File: src/hw/rtl/rda_pkg.sv
// Shared types, constants and the arctangent table of the rigid delta accumulator.
`timescale 1ns / 1ps
`default_nettype none

package rda_pkg;

    localparam int CORDIC_ITERS = 24;
    localparam int IDX_W        = $clog2(CORDIC_ITERS);
    localparam int GUARD_SHIFT  = 4;
    localparam int GAIN_Q24     = 10188013;
    localparam int GAIN_W       = 25;
    localparam int OUT_SHIFT    = 28;
    localparam int ZW           = 33;
    localparam int CW           = 40;
    localparam int RW           = 34;
    localparam int PW           = CW + GAIN_W;

    typedef enum logic [2:0] {
        S_IDLE,
        S_ROT,
        S_MULX,
        S_MULZ,
        S_RND,
        S_SUM
    } rda_state_t;

    typedef struct packed {
        logic             load;
        logic             rot;
        logic             mul_x;
        logic             mul_z;
        logic             rnd;
        logic             commit;
        logic             start_mode;
        logic [IDX_W-1:0] iter;
    } rda_cmd_t;

    function automatic logic signed [ZW-1:0] atan_entry(input logic [IDX_W-1:0] idx);
        logic signed [ZW-1:0] v;
        case (idx)
            5'd0:    v = ZW'(536870912);
            5'd1:    v = ZW'(316933406);
            5'd2:    v = ZW'(167458907);
            5'd3:    v = ZW'(85004756);
            5'd4:    v = ZW'(42667331);
            5'd5:    v = ZW'(21354465);
            5'd6:    v = ZW'(10679838);
            5'd7:    v = ZW'(5340245);
            5'd8:    v = ZW'(2670163);
            5'd9:    v = ZW'(1335087);
            5'd10:   v = ZW'(667544);
            5'd11:   v = ZW'(333772);
            5'd12:   v = ZW'(166886);
            5'd13:   v = ZW'(83443);
            5'd14:   v = ZW'(41722);
            5'd15:   v = ZW'(20861);
            5'd16:   v = ZW'(10430);
            5'd17:   v = ZW'(5215);
            5'd18:   v = ZW'(2608);
            5'd19:   v = ZW'(1304);
            5'd20:   v = ZW'(652);
            5'd21:   v = ZW'(326);
            5'd22:   v = ZW'(163);
            5'd23:   v = ZW'(81);
            default: v = '0;
        endcase
        return v;
    endfunction

endpackage

`default_nettype wire

File: src/hw/rtl/rigid_delta_accumulator_core.sv
// Top level of the rigid delta accumulator: controller and datapath.
//
//  channel  signals                              direction  handshake
//  input    start_req dx dy dz dyaw              in         in_valid / in_ready
//  output   pos_x pos_y pos_z heading saturated  out        out_valid / out_ready
//
// A compose item goes through one load step, 24 CORDIC micro-rotations on one shared
// shift-add unit, the x and z products on the shared gain multiplier, one rounding
// step and one commit step. A start item goes from the load step straight to the
// commit step. The result sits in an output register, so a new item is taken
// while it waits; a second result waits in the commit state until the first is
// taken. Reset clears the pose to zero; no clearing pass is needed.
`timescale 1ns / 1ps
`default_nettype none

module rigid_delta_accumulator_core
    import rda_pkg::*;
#(
    parameter int ANGLE_BITS = 16,
    parameter int POS_BITS   = 32
)
(
    input  logic               clk,
    input  logic               rst_n,
    input  logic               in_valid,
    output logic               in_ready,
    input  logic               start_req,
    input  logic signed [31:0] dx,
    input  logic signed [31:0] dy,
    input  logic signed [31:0] dz,
    input  logic signed [15:0] dyaw,
    output logic               out_valid,
    input  logic               out_ready,
    output logic signed [31:0] pos_x,
    output logic signed [31:0] pos_y,
    output logic signed [31:0] pos_z,
    output logic signed [15:0] heading,
    output logic               saturated
);

    rda_cmd_t cmd;

    rda_ctrl u_ctrl (
        .clk       (clk),
        .rst_n     (rst_n),
        .in_valid  (in_valid),
        .start_req (start_req),
        .out_ready (out_ready),
        .in_ready  (in_ready),
        .out_valid (out_valid),
        .cmd       (cmd)
    );

    rda_datapath #(
        .ANGLE_BITS (ANGLE_BITS),
        .POS_BITS   (POS_BITS)
    ) u_datapath (
        .clk       (clk),
        .rst_n     (rst_n),
        .cmd       (cmd),
        .dx        (dx),
        .dy        (dy),
        .dz        (dz),
        .dyaw      (dyaw),
        .pos_x     (pos_x),
        .pos_y     (pos_y),
        .pos_z     (pos_z),
        .heading   (heading),
        .saturated (saturated)
    );

endmodule

`default_nettype wire

File: src/hw/rtl/rda_ctrl.sv
// Sequencing state machine and output handshake of the rigid delta accumulator.
`timescale 1ns / 1ps
`default_nettype none

module rda_ctrl
    import rda_pkg::*;
(
    input  logic     clk,
    input  logic     rst_n,
    input  logic     in_valid,
    input  logic     start_req,
    input  logic     out_ready,
    output logic     in_ready,
    output logic     out_valid,
    output rda_cmd_t cmd
);

    rda_state_t       state_reg;
    rda_state_t       state_next;
    logic [IDX_W-1:0] iter_reg;
    logic [IDX_W-1:0] iter_next;
    logic             start_reg;
    logic             start_next;
    logic             out_valid_reg;
    logic             out_valid_next;
    logic             slot_free;
    logic             last_iter;

    assign slot_free = !out_valid_reg || out_ready;
    assign last_iter = (iter_reg == IDX_W'(CORDIC_ITERS - 1));

    always_comb
    begin
        state_next = state_reg;
        unique case (state_reg)
            S_IDLE:
            begin
                if (in_valid)
                begin
                    state_next = start_req ? S_SUM : S_ROT;
                end
            end
            S_ROT:
            begin
                if (last_iter)
                begin
                    state_next = S_MULX;
                end
            end
            S_MULX: state_next = S_MULZ;
            S_MULZ: state_next = S_RND;
            S_RND:  state_next = S_SUM;
            S_SUM:
            begin
                if (slot_free)
                begin
                    state_next = S_IDLE;
                end
            end
            default: state_next = S_IDLE;
        endcase
    end

    always_comb
    begin
        in_ready       = 1'b0;
        cmd            = '0;
        cmd.start_mode = start_reg;
        cmd.iter       = iter_reg;
        unique case (state_reg)
            S_IDLE:
            begin
                in_ready = 1'b1;
                cmd.load = in_valid;
            end
            S_ROT:  cmd.rot    = 1'b1;
            S_MULX: cmd.mul_x  = 1'b1;
            S_MULZ: cmd.mul_z  = 1'b1;
            S_RND:  cmd.rnd    = 1'b1;
            S_SUM:  cmd.commit = slot_free;
            default: cmd = '0;
        endcase
    end

    always_comb
    begin
        iter_next      = (state_reg == S_ROT) ? iter_reg + 1'b1 : '0;
        start_next     = cmd.load ? start_req : start_reg;
        out_valid_next = cmd.commit ? 1'b1 : (out_ready ? 1'b0 : out_valid_reg);
    end

    assign out_valid = out_valid_reg;

    always_ff @(posedge clk or negedge rst_n)
    begin
        if (!rst_n)
        begin
            state_reg     <= S_IDLE;
            iter_reg      <= '0;
            start_reg     <= 1'b0;
            out_valid_reg <= 1'b0;
        end
        else
        begin
            state_reg     <= state_next;
            iter_reg      <= iter_next;
            start_reg     <= start_next;
            out_valid_reg <= out_valid_next;
        end
    end

endmodule

`default_nettype wire

File: src/hw/rtl/rda_datapath.sv
// Pose registers, shared CORDIC rotator, gain multiplier and saturating adders.
`timescale 1ns / 1ps
`default_nettype none

module rda_datapath
    import rda_pkg::*;
#(
    parameter int ANGLE_BITS = 16,
    parameter int POS_BITS   = 32
)
(
    input  logic               clk,
    input  logic               rst_n,
    input  rda_cmd_t           cmd,
    input  logic signed [31:0] dx,
    input  logic signed [31:0] dy,
    input  logic signed [31:0] dz,
    input  logic signed [15:0] dyaw,
    output logic signed [31:0] pos_x,
    output logic signed [31:0] pos_y,
    output logic signed [31:0] pos_z,
    output logic signed [15:0] heading,
    output logic               saturated
);

    localparam int SW  = ((POS_BITS > RW) ? POS_BITS : RW) + 1;
    localparam int EW  = (ANGLE_BITS > 16) ? ANGLE_BITS : 16;
    localparam int ASH = 32 - ANGLE_BITS;

    localparam logic [ANGLE_BITS-1:0] EIGHTH = {3'b001, {(ANGLE_BITS - 3){1'b0}}};
    localparam logic signed [SW-1:0]  POS_MAX =
        {{(SW - POS_BITS + 1){1'b0}}, {(POS_BITS - 1){1'b1}}};
    localparam logic signed [SW-1:0]  POS_MIN = ~POS_MAX;
    localparam logic signed [GAIN_W-1:0] GAIN = GAIN_W'(GAIN_Q24);
    localparam logic signed [PW-1:0]     ROUND_C = PW'(1) << (OUT_SHIFT - 1);

    logic signed [CW-1:0]         a_reg, a_next;
    logic signed [CW-1:0]         b_reg, b_next;
    logic signed [ZW-1:0]         z_reg, z_next;
    logic signed [PW-1:0]         prod_reg, prod_next;
    logic signed [RW-1:0]         rx_reg, rx_next;
    logic signed [RW-1:0]         rz_reg, rz_next;
    logic signed [31:0]           dx_reg, dx_next;
    logic signed [31:0]           dy_reg, dy_next;
    logic signed [31:0]           dz_reg, dz_next;
    logic [ANGLE_BITS-1:0]        dyaw_reg, dyaw_next;
    logic signed [POS_BITS-1:0]   acc_x_reg, acc_x_next;
    logic signed [POS_BITS-1:0]   acc_y_reg, acc_y_next;
    logic signed [POS_BITS-1:0]   acc_z_reg, acc_z_next;
    logic [ANGLE_BITS-1:0]        acc_h_reg, acc_h_next;
    logic signed [31:0]           pos_x_reg, pos_x_next;
    logic signed [31:0]           pos_y_reg, pos_y_next;
    logic signed [31:0]           pos_z_reg, pos_z_next;
    logic signed [15:0]           heading_reg, heading_next;
    logic                         saturated_reg, saturated_next;

    logic [ANGLE_BITS-1:0]        h_round;
    logic [1:0]                   quad;
    logic [ANGLE_BITS-1:0]        resid;
    logic signed [ZW-1:0]         z_init;
    logic signed [CW-1:0]         a_in, b_in, a_init, b_init;
    logic signed [CW-1:0]         sa, sb;
    logic signed [ZW-1:0]         step_atan;
    logic signed [CW-1:0]         mul_op;
    logic signed [PW-1:0]         prod_full;
    logic signed [PW-1:0]         rnd_sum;
    logic signed [EW-1:0]         dyaw_wide;
    logic signed [SW-1:0]         sum_x, sum_y, sum_z;
    logic signed [SW-1:0]         sat_x, sat_y, sat_z;
    logic                         ovf_x, ovf_y, ovf_z;
    logic [ANGLE_BITS-1:0]        h_new;
    logic [EW-1:0]                h_wide;

    function automatic logic signed [SW-1:0] clip(input logic signed [SW-1:0] v);
        logic signed [SW-1:0] r;
        if (v > POS_MAX)
        begin
            r = POS_MAX;
        end
        else if (v < POS_MIN)
        begin
            r = POS_MIN;
        end
        else
        begin
            r = v;
        end
        return r;
    endfunction

    // split heading into nearest quarter turn and residual
    always_comb
    begin
        h_round = acc_h_reg + EIGHTH;
        quad    = h_round[ANGLE_BITS-1 -: 2];
        resid   = acc_h_reg - {quad, {(ANGLE_BITS - 2){1'b0}}};
        z_init  = ZW'($signed(resid)) <<< ASH;
        a_in    = CW'(dz) <<< GUARD_SHIFT;
        b_in    = CW'(dx) <<< GUARD_SHIFT;
        case (quad)
            2'd0:
            begin
                a_init = a_in;
                b_init = b_in;
            end
            2'd1:
            begin
                a_init = -b_in;
                b_init = a_in;
            end
            2'd2:
            begin
                a_init = -a_in;
                b_init = -b_in;
            end
            default:
            begin
                a_init = b_in;
                b_init = -a_in;
            end
        endcase
    end

    always_comb
    begin
        sa        = a_reg >>> cmd.iter;
        sb        = b_reg >>> cmd.iter;
        step_atan = atan_entry(cmd.iter);
        mul_op    = cmd.mul_x ? b_reg : a_reg;
        prod_full = mul_op * GAIN;
        rnd_sum   = prod_reg + ROUND_C;
        dyaw_wide = EW'(dyaw);
    end

    always_comb
    begin
        a_next    = a_reg;
        b_next    = b_reg;
        z_next    = z_reg;
        dx_next   = dx_reg;
        dy_next   = dy_reg;
        dz_next   = dz_reg;
        dyaw_next = dyaw_reg;
        if (cmd.load)
        begin
            a_next    = a_init;
            b_next    = b_init;
            z_next    = z_init;
            dx_next   = dx;
            dy_next   = dy;
            dz_next   = dz;
            dyaw_next = dyaw_wide[ANGLE_BITS-1:0];
        end
        else if (cmd.rot)
        begin
            if (!z_reg[ZW-1])
            begin
                a_next = a_reg - sb;
                b_next = b_reg + sa;
                z_next = z_reg - step_atan;
            end
            else
            begin
                a_next = a_reg + sb;
                b_next = b_reg - sa;
                z_next = z_reg + step_atan;
            end
        end
    end

    always_comb
    begin
        prod_next = (cmd.mul_x || cmd.mul_z) ? prod_full : prod_reg;
        rx_next   = cmd.mul_z ? rnd_sum[OUT_SHIFT +: RW] : rx_reg;
        rz_next   = cmd.rnd ? rnd_sum[OUT_SHIFT +: RW] : rz_reg;
    end

    always_comb
    begin
        if (cmd.start_mode)
        begin
            sum_x = SW'(dx_reg);
            sum_y = SW'(dy_reg);
            sum_z = SW'(dz_reg);
            h_new = dyaw_reg;
        end
        else
        begin
            sum_x = SW'(acc_x_reg) + SW'(rx_reg);
            sum_y = SW'(acc_y_reg) + SW'(dy_reg);
            sum_z = SW'(acc_z_reg) + SW'(rz_reg);
            h_new = acc_h_reg + dyaw_reg;
        end
        sat_x  = clip(sum_x);
        sat_y  = clip(sum_y);
        sat_z  = clip(sum_z);
        ovf_x  = (sum_x > POS_MAX) || (sum_x < POS_MIN);
        ovf_y  = (sum_y > POS_MAX) || (sum_y < POS_MIN);
        ovf_z  = (sum_z > POS_MAX) || (sum_z < POS_MIN);
        h_wide = EW'(h_new);

        acc_x_next     = acc_x_reg;
        acc_y_next     = acc_y_reg;
        acc_z_next     = acc_z_reg;
        acc_h_next     = acc_h_reg;
        pos_x_next     = pos_x_reg;
        pos_y_next     = pos_y_reg;
        pos_z_next     = pos_z_reg;
        heading_next   = heading_reg;
        saturated_next = saturated_reg;
        if (cmd.commit)
        begin
            acc_x_next     = sat_x[POS_BITS-1:0];
            acc_y_next     = sat_y[POS_BITS-1:0];
            acc_z_next     = sat_z[POS_BITS-1:0];
            acc_h_next     = h_new;
            pos_x_next     = sat_x[31:0];
            pos_y_next     = sat_y[31:0];
            pos_z_next     = sat_z[31:0];
            heading_next   = h_wide[15:0];
            saturated_next = ovf_x || ovf_y || ovf_z;
        end
    end

    always_ff @(posedge clk or negedge rst_n)
    begin
        if (!rst_n)
        begin
            acc_x_reg <= '0;
            acc_y_reg <= '0;
            acc_z_reg <= '0;
            acc_h_reg <= '0;
        end
        else
        begin
            acc_x_reg <= acc_x_next;
            acc_y_reg <= acc_y_next;
            acc_z_reg <= acc_z_next;
            acc_h_reg <= acc_h_next;
        end
    end

    always_ff @(posedge clk)
    begin
        a_reg         <= a_next;
        b_reg         <= b_next;
        z_reg         <= z_next;
        prod_reg      <= prod_next;
        rx_reg        <= rx_next;
        rz_reg        <= rz_next;
        dx_reg        <= dx_next;
        dy_reg        <= dy_next;
        dz_reg        <= dz_next;
        dyaw_reg      <= dyaw_next;
        pos_x_reg     <= pos_x_next;
        pos_y_reg     <= pos_y_next;
        pos_z_reg     <= pos_z_next;
        heading_reg   <= heading_next;
        saturated_reg <= saturated_next;
    end

    assign pos_x     = pos_x_reg;
    assign pos_y     = pos_y_reg;
    assign pos_z     = pos_z_reg;
    assign heading   = heading_reg;
    assign saturated = saturated_reg;

endmodule

`default_nettype wire
File: config.mk
export PLATFORM = sky130hd
export DESIGN_NAME = rigid_delta_accumulator_core
export DESIGN_NICKNAME = d
export VERILOG_FILES = /design/src/hw/rtl/rda_pkg.sv /design/src/hw/rtl/rigid_delta_accumulator_core.sv /design/src/hw/rtl/rda_ctrl.sv /design/src/hw/rtl/rda_datapath.sv
export SDC_FILE = /design/constraint.sdc
export NUM_CORES = 2
export LEC_CHECK = 0
export BUFFER_PORTS_ARGS = -buffer_cell sky130_fd_sc_hd__buf_2
export CAP_MARGIN = 20
export CORE_MARGIN = 2
export CORE_UTILIZATION = 30
export DETAILED_ROUTE_END_ITERATION = 16
export PLACE_DENSITY = 0.53
export SETUP_SLACK_MARGIN = 0.2
export SYNTH_ARGS = -nofsm -noshare
export SYNTH_HDL_FRONTEND = slang
export SYNTH_SLANG_ARGS = --single-unit
File: constraint.sdc
create_clock -name clk -period 13.6 [get_ports clk]
set_input_delay 2.72 -clock clk [delete_from_list [all_inputs] [get_ports clk]]
set_output_delay 2.72 -clock clk [all_outputs]
set_load 0.1 [all_outputs]
==> parameters.txt <==
Parameter                              Value

Route
  Mean routed wirelength per cell ... approximately 26 microns
  Detailed Route Iter0 Violations ... roughly 4.9k
  Total wire length ... between 200 and 250 mm
  Number of optimization iterations in the first detailed-route pass ... 5
  Remaining antenna violation count after routing ... 0
  DRC viols ... 0
  Vias per cell ... between 5 and 6
  DR vias ... 50.0k

Clocking
  TritonCTS sink count ... roughly 560
  CTS tree ... yes
  Post-cts sizing count ... 0
  Number of buffers added to fix hold violations after cts ... 0
  Insertion delay to the later sink of the worst-skew pair ... around 700 ps
  Largest buffer count on any clock path ... 3
  Number of CTS-inserted buffers ... between 60 and 70
  Number of setup buffers added after CTS ... 0
  Max H-tree Level ... 3
  Worst-path clk slew ... approximately 60 ps
  Clock Root Buffer ... clkbuf_16

Synthesis
  Register bit total from synthesis ... between 500 and 600
  Synth Cell Area ... slightly above 0.06 sq mm
  Yosys cell types ... 99
  Synthesized instance count ... 6455
  Synth warnings ... 0
  Avg Synthesized Cell Area ... 9.45 sq um
  Post-synthesis net count ... roughly 7.6k
  Proportion of synthesized flip-flops having asynchronous set or reset ... between 20% and 30%
  Number of flops mapped to enable cells by yosys ... 425
  Top FF cell, synth ... edfxtp_1
  Sequential fraction of the synthesis area ... 26.4%

Floorplanning
  Core area ... a little over 0.2 sq mm
  # rows ... around 170
  Total die area ... slightly above 0.2 sq mm
  Die span in y ... ~460 microns
  Die outline width ... 455 microns
  Total I/O pin count ... approximately 230
  Effective utilization at floorplan ... ~30%

Placed design
  Half-perimeter wire length of the detailed placement result ... approximately 190 mm
  Gpl congestion ... 1.00
  IO buf count ... roughly 230

Setup path
  CP top delay family ... adder cells
  Stage delay of the slowest cell on the critical path ... ~690 ps
  Bufs and invs on worst path ... 5
  CP Data Required Time ... around 14000 ps
  Worst path most repeated cell ... fa_1
  Max stage delay cell, worst path ... mux2i_1
  Max Fanout on Critical Path ... 48
  Crit path kind ... reg2reg
  Startpoint class of the critical path ... flip-flop
  Kind of end point of the critical path ... flip-flop
  Data arrival at the endpoint of the critical path ... approximately 11000 ps

Global routing
  Global-route wire length before repair ... 342 mm
  Antenna violations before repair ... 16
  Total global-route track usage ... 22.5%
  Number of global-route vias before repair ... 49.5k
  Largest net degree at the start of global routing ... approximately 140
  Overflow left after global routing ... 0

Cells and area
  Fraction of final layout cells with drive strength greater than 1 ... roughly a tenth
  Layout-stage area growth over the synthesis result ... 11.1%
  Number of nets in the layout ... 7727
  Fill count ... between 20k and 25k

Timing
  Slew at the pin closest to its max-slew limit ... roughly 1100 ps
  Period Utilization, post-route ... about three quarters
  Clock skew after layout ... between 50 and 60 ps
  Max Fclk ... 0.0985 GHz
  Final setup violation count ... 0
  Fin crit period ... between 10000 and 15000 ps
  Setup repair after global routing missed its margin ... no
  Final total negative setup slack ... 0 ps
  Count of final hold-check violations ... 0
  Slew margin rel. ... about a quarter
  Pins Over Slew Limit ... 0

Worst hold path
  Classification of the worst-slack hold path ... reg2reg

Run status
  Status ... complete, no violations

Run
  MaxCap Viol Count ... 0
placed cells by master, fill, tap and decap left out, types with 256 or more instances in the layout:
cell / count
a21oi_1: 458
inv_1: 727
xor2_1: 256
o21ai_0: 324
edfxtp_1: 425
fa_1: 456
xnor2_1: 279
nand2_1: 560
nor2_1: 455
ha_1: 575
path summary, 6_finish.rpt:
| kind | endpoint | from | slack (ps) | depth (start not counted) |
|---|---|---|---|---|
| worst max-delay path | u_datapath.prod_reg[56] | u_ctrl.state_reg[0] | 3440 | 28 |
| worst min-delay path | u_datapath.z_reg[0] | u_datapath.z_reg[0] | 460 | 2 |
| worst max register to register | u_datapath.prod_reg[56] | u_ctrl.state_reg[0] | 3440 | 28 |
| worst min register to register | u_datapath.z_reg[0] | u_datapath.z_reg[0] | 460 | 2 |
| max in group asynchronous | u_ctrl.state_reg[0] | rst_n | 10050 | 2 |
| min in group asynchronous | u_datapath.acc_x_reg[16] | rst_n | 2120 | 1 |
cells in the mapped netlist, types with 102 or more instances:
master	instances	area, sq um
ha_1	576	7210
inv_1	730	2740
nand2_1	562	2110
xor2_1	257	2250
edfxtp_1	425	12800
nand3_1	121	606
fa_1	456	9130
dfrtp_1	122	3050
o21ai_0	324	1620
nor2_1	457	1720
xnor2_1	280	2450
clkbuf_1	185	694
a21oi_1	458	2290
a21o_1	166	1250
mux2i_1	102	1020
metrics by stage:
step	util (%)	hold slack (ps)	worst slack, ps	cells	instance area (sq um)
after global placement	32.3	445	3600	9177	65200
final	33.5	459	3440	9309	67800
after floorplan	-	432	4160	6455	61000
after detailed placement	32.3	453	3510	9178	65200
after global routing	33.5	482	2980	9308	67800
after CTS	33.5	466	3520	9306	67800
tightest hold or removal path, stage by stage, from the launching register on:
cell     delay, ps
dfxtp_1        310
nand3_1         60
nand2_1         40
kinds of logic after synthesis:
| family | count (synthesis) | synth area share (%) |
|---|---|---|
| AND/OR/NAND/NOR | 1566 | 11.7 |
| AO/OA/AOI/OAI | 1531 | 15.9 |
| adder cells (fa/ha/maj) | 1033 | 26.8 |
| buffers and inverters | 985 | 6.21 |
| flip-flops | 563 | 26.4 |
| XOR/XNOR | 538 | 7.74 |
| multiplexers | 239 | 5.27 |
layer usage:
layer / part of all wire (%) / vias up / track usage (%)
met3: 6.0 / 408 / 2.60
met5: 0.0055 / - / 0
met1: 43 / 24862 / 30.1
met2: 46 / 1908 / 36.4
met4: 5.1 / 2 / 10.4
li1: - / 22840 / -
layout make-up:
cell class	count	area (sq um)	area share, %
Clock buffer	85	1870	2.76
Sequential cell	563	16100	23.8
Clock inverter	43	664	0.980
Tap cell	2672	3340	4.93
Antenna cell	2	5.00	0.00738
Multi-Input combinational cell	4907	41300	60.9
Timing Repair Buffer	303	1720	2.53
Inverter	734	2780	4.09
Power is not shown: default switching activity piles up to over one toggle a cycle in this logic, so the estimate is an artifact.
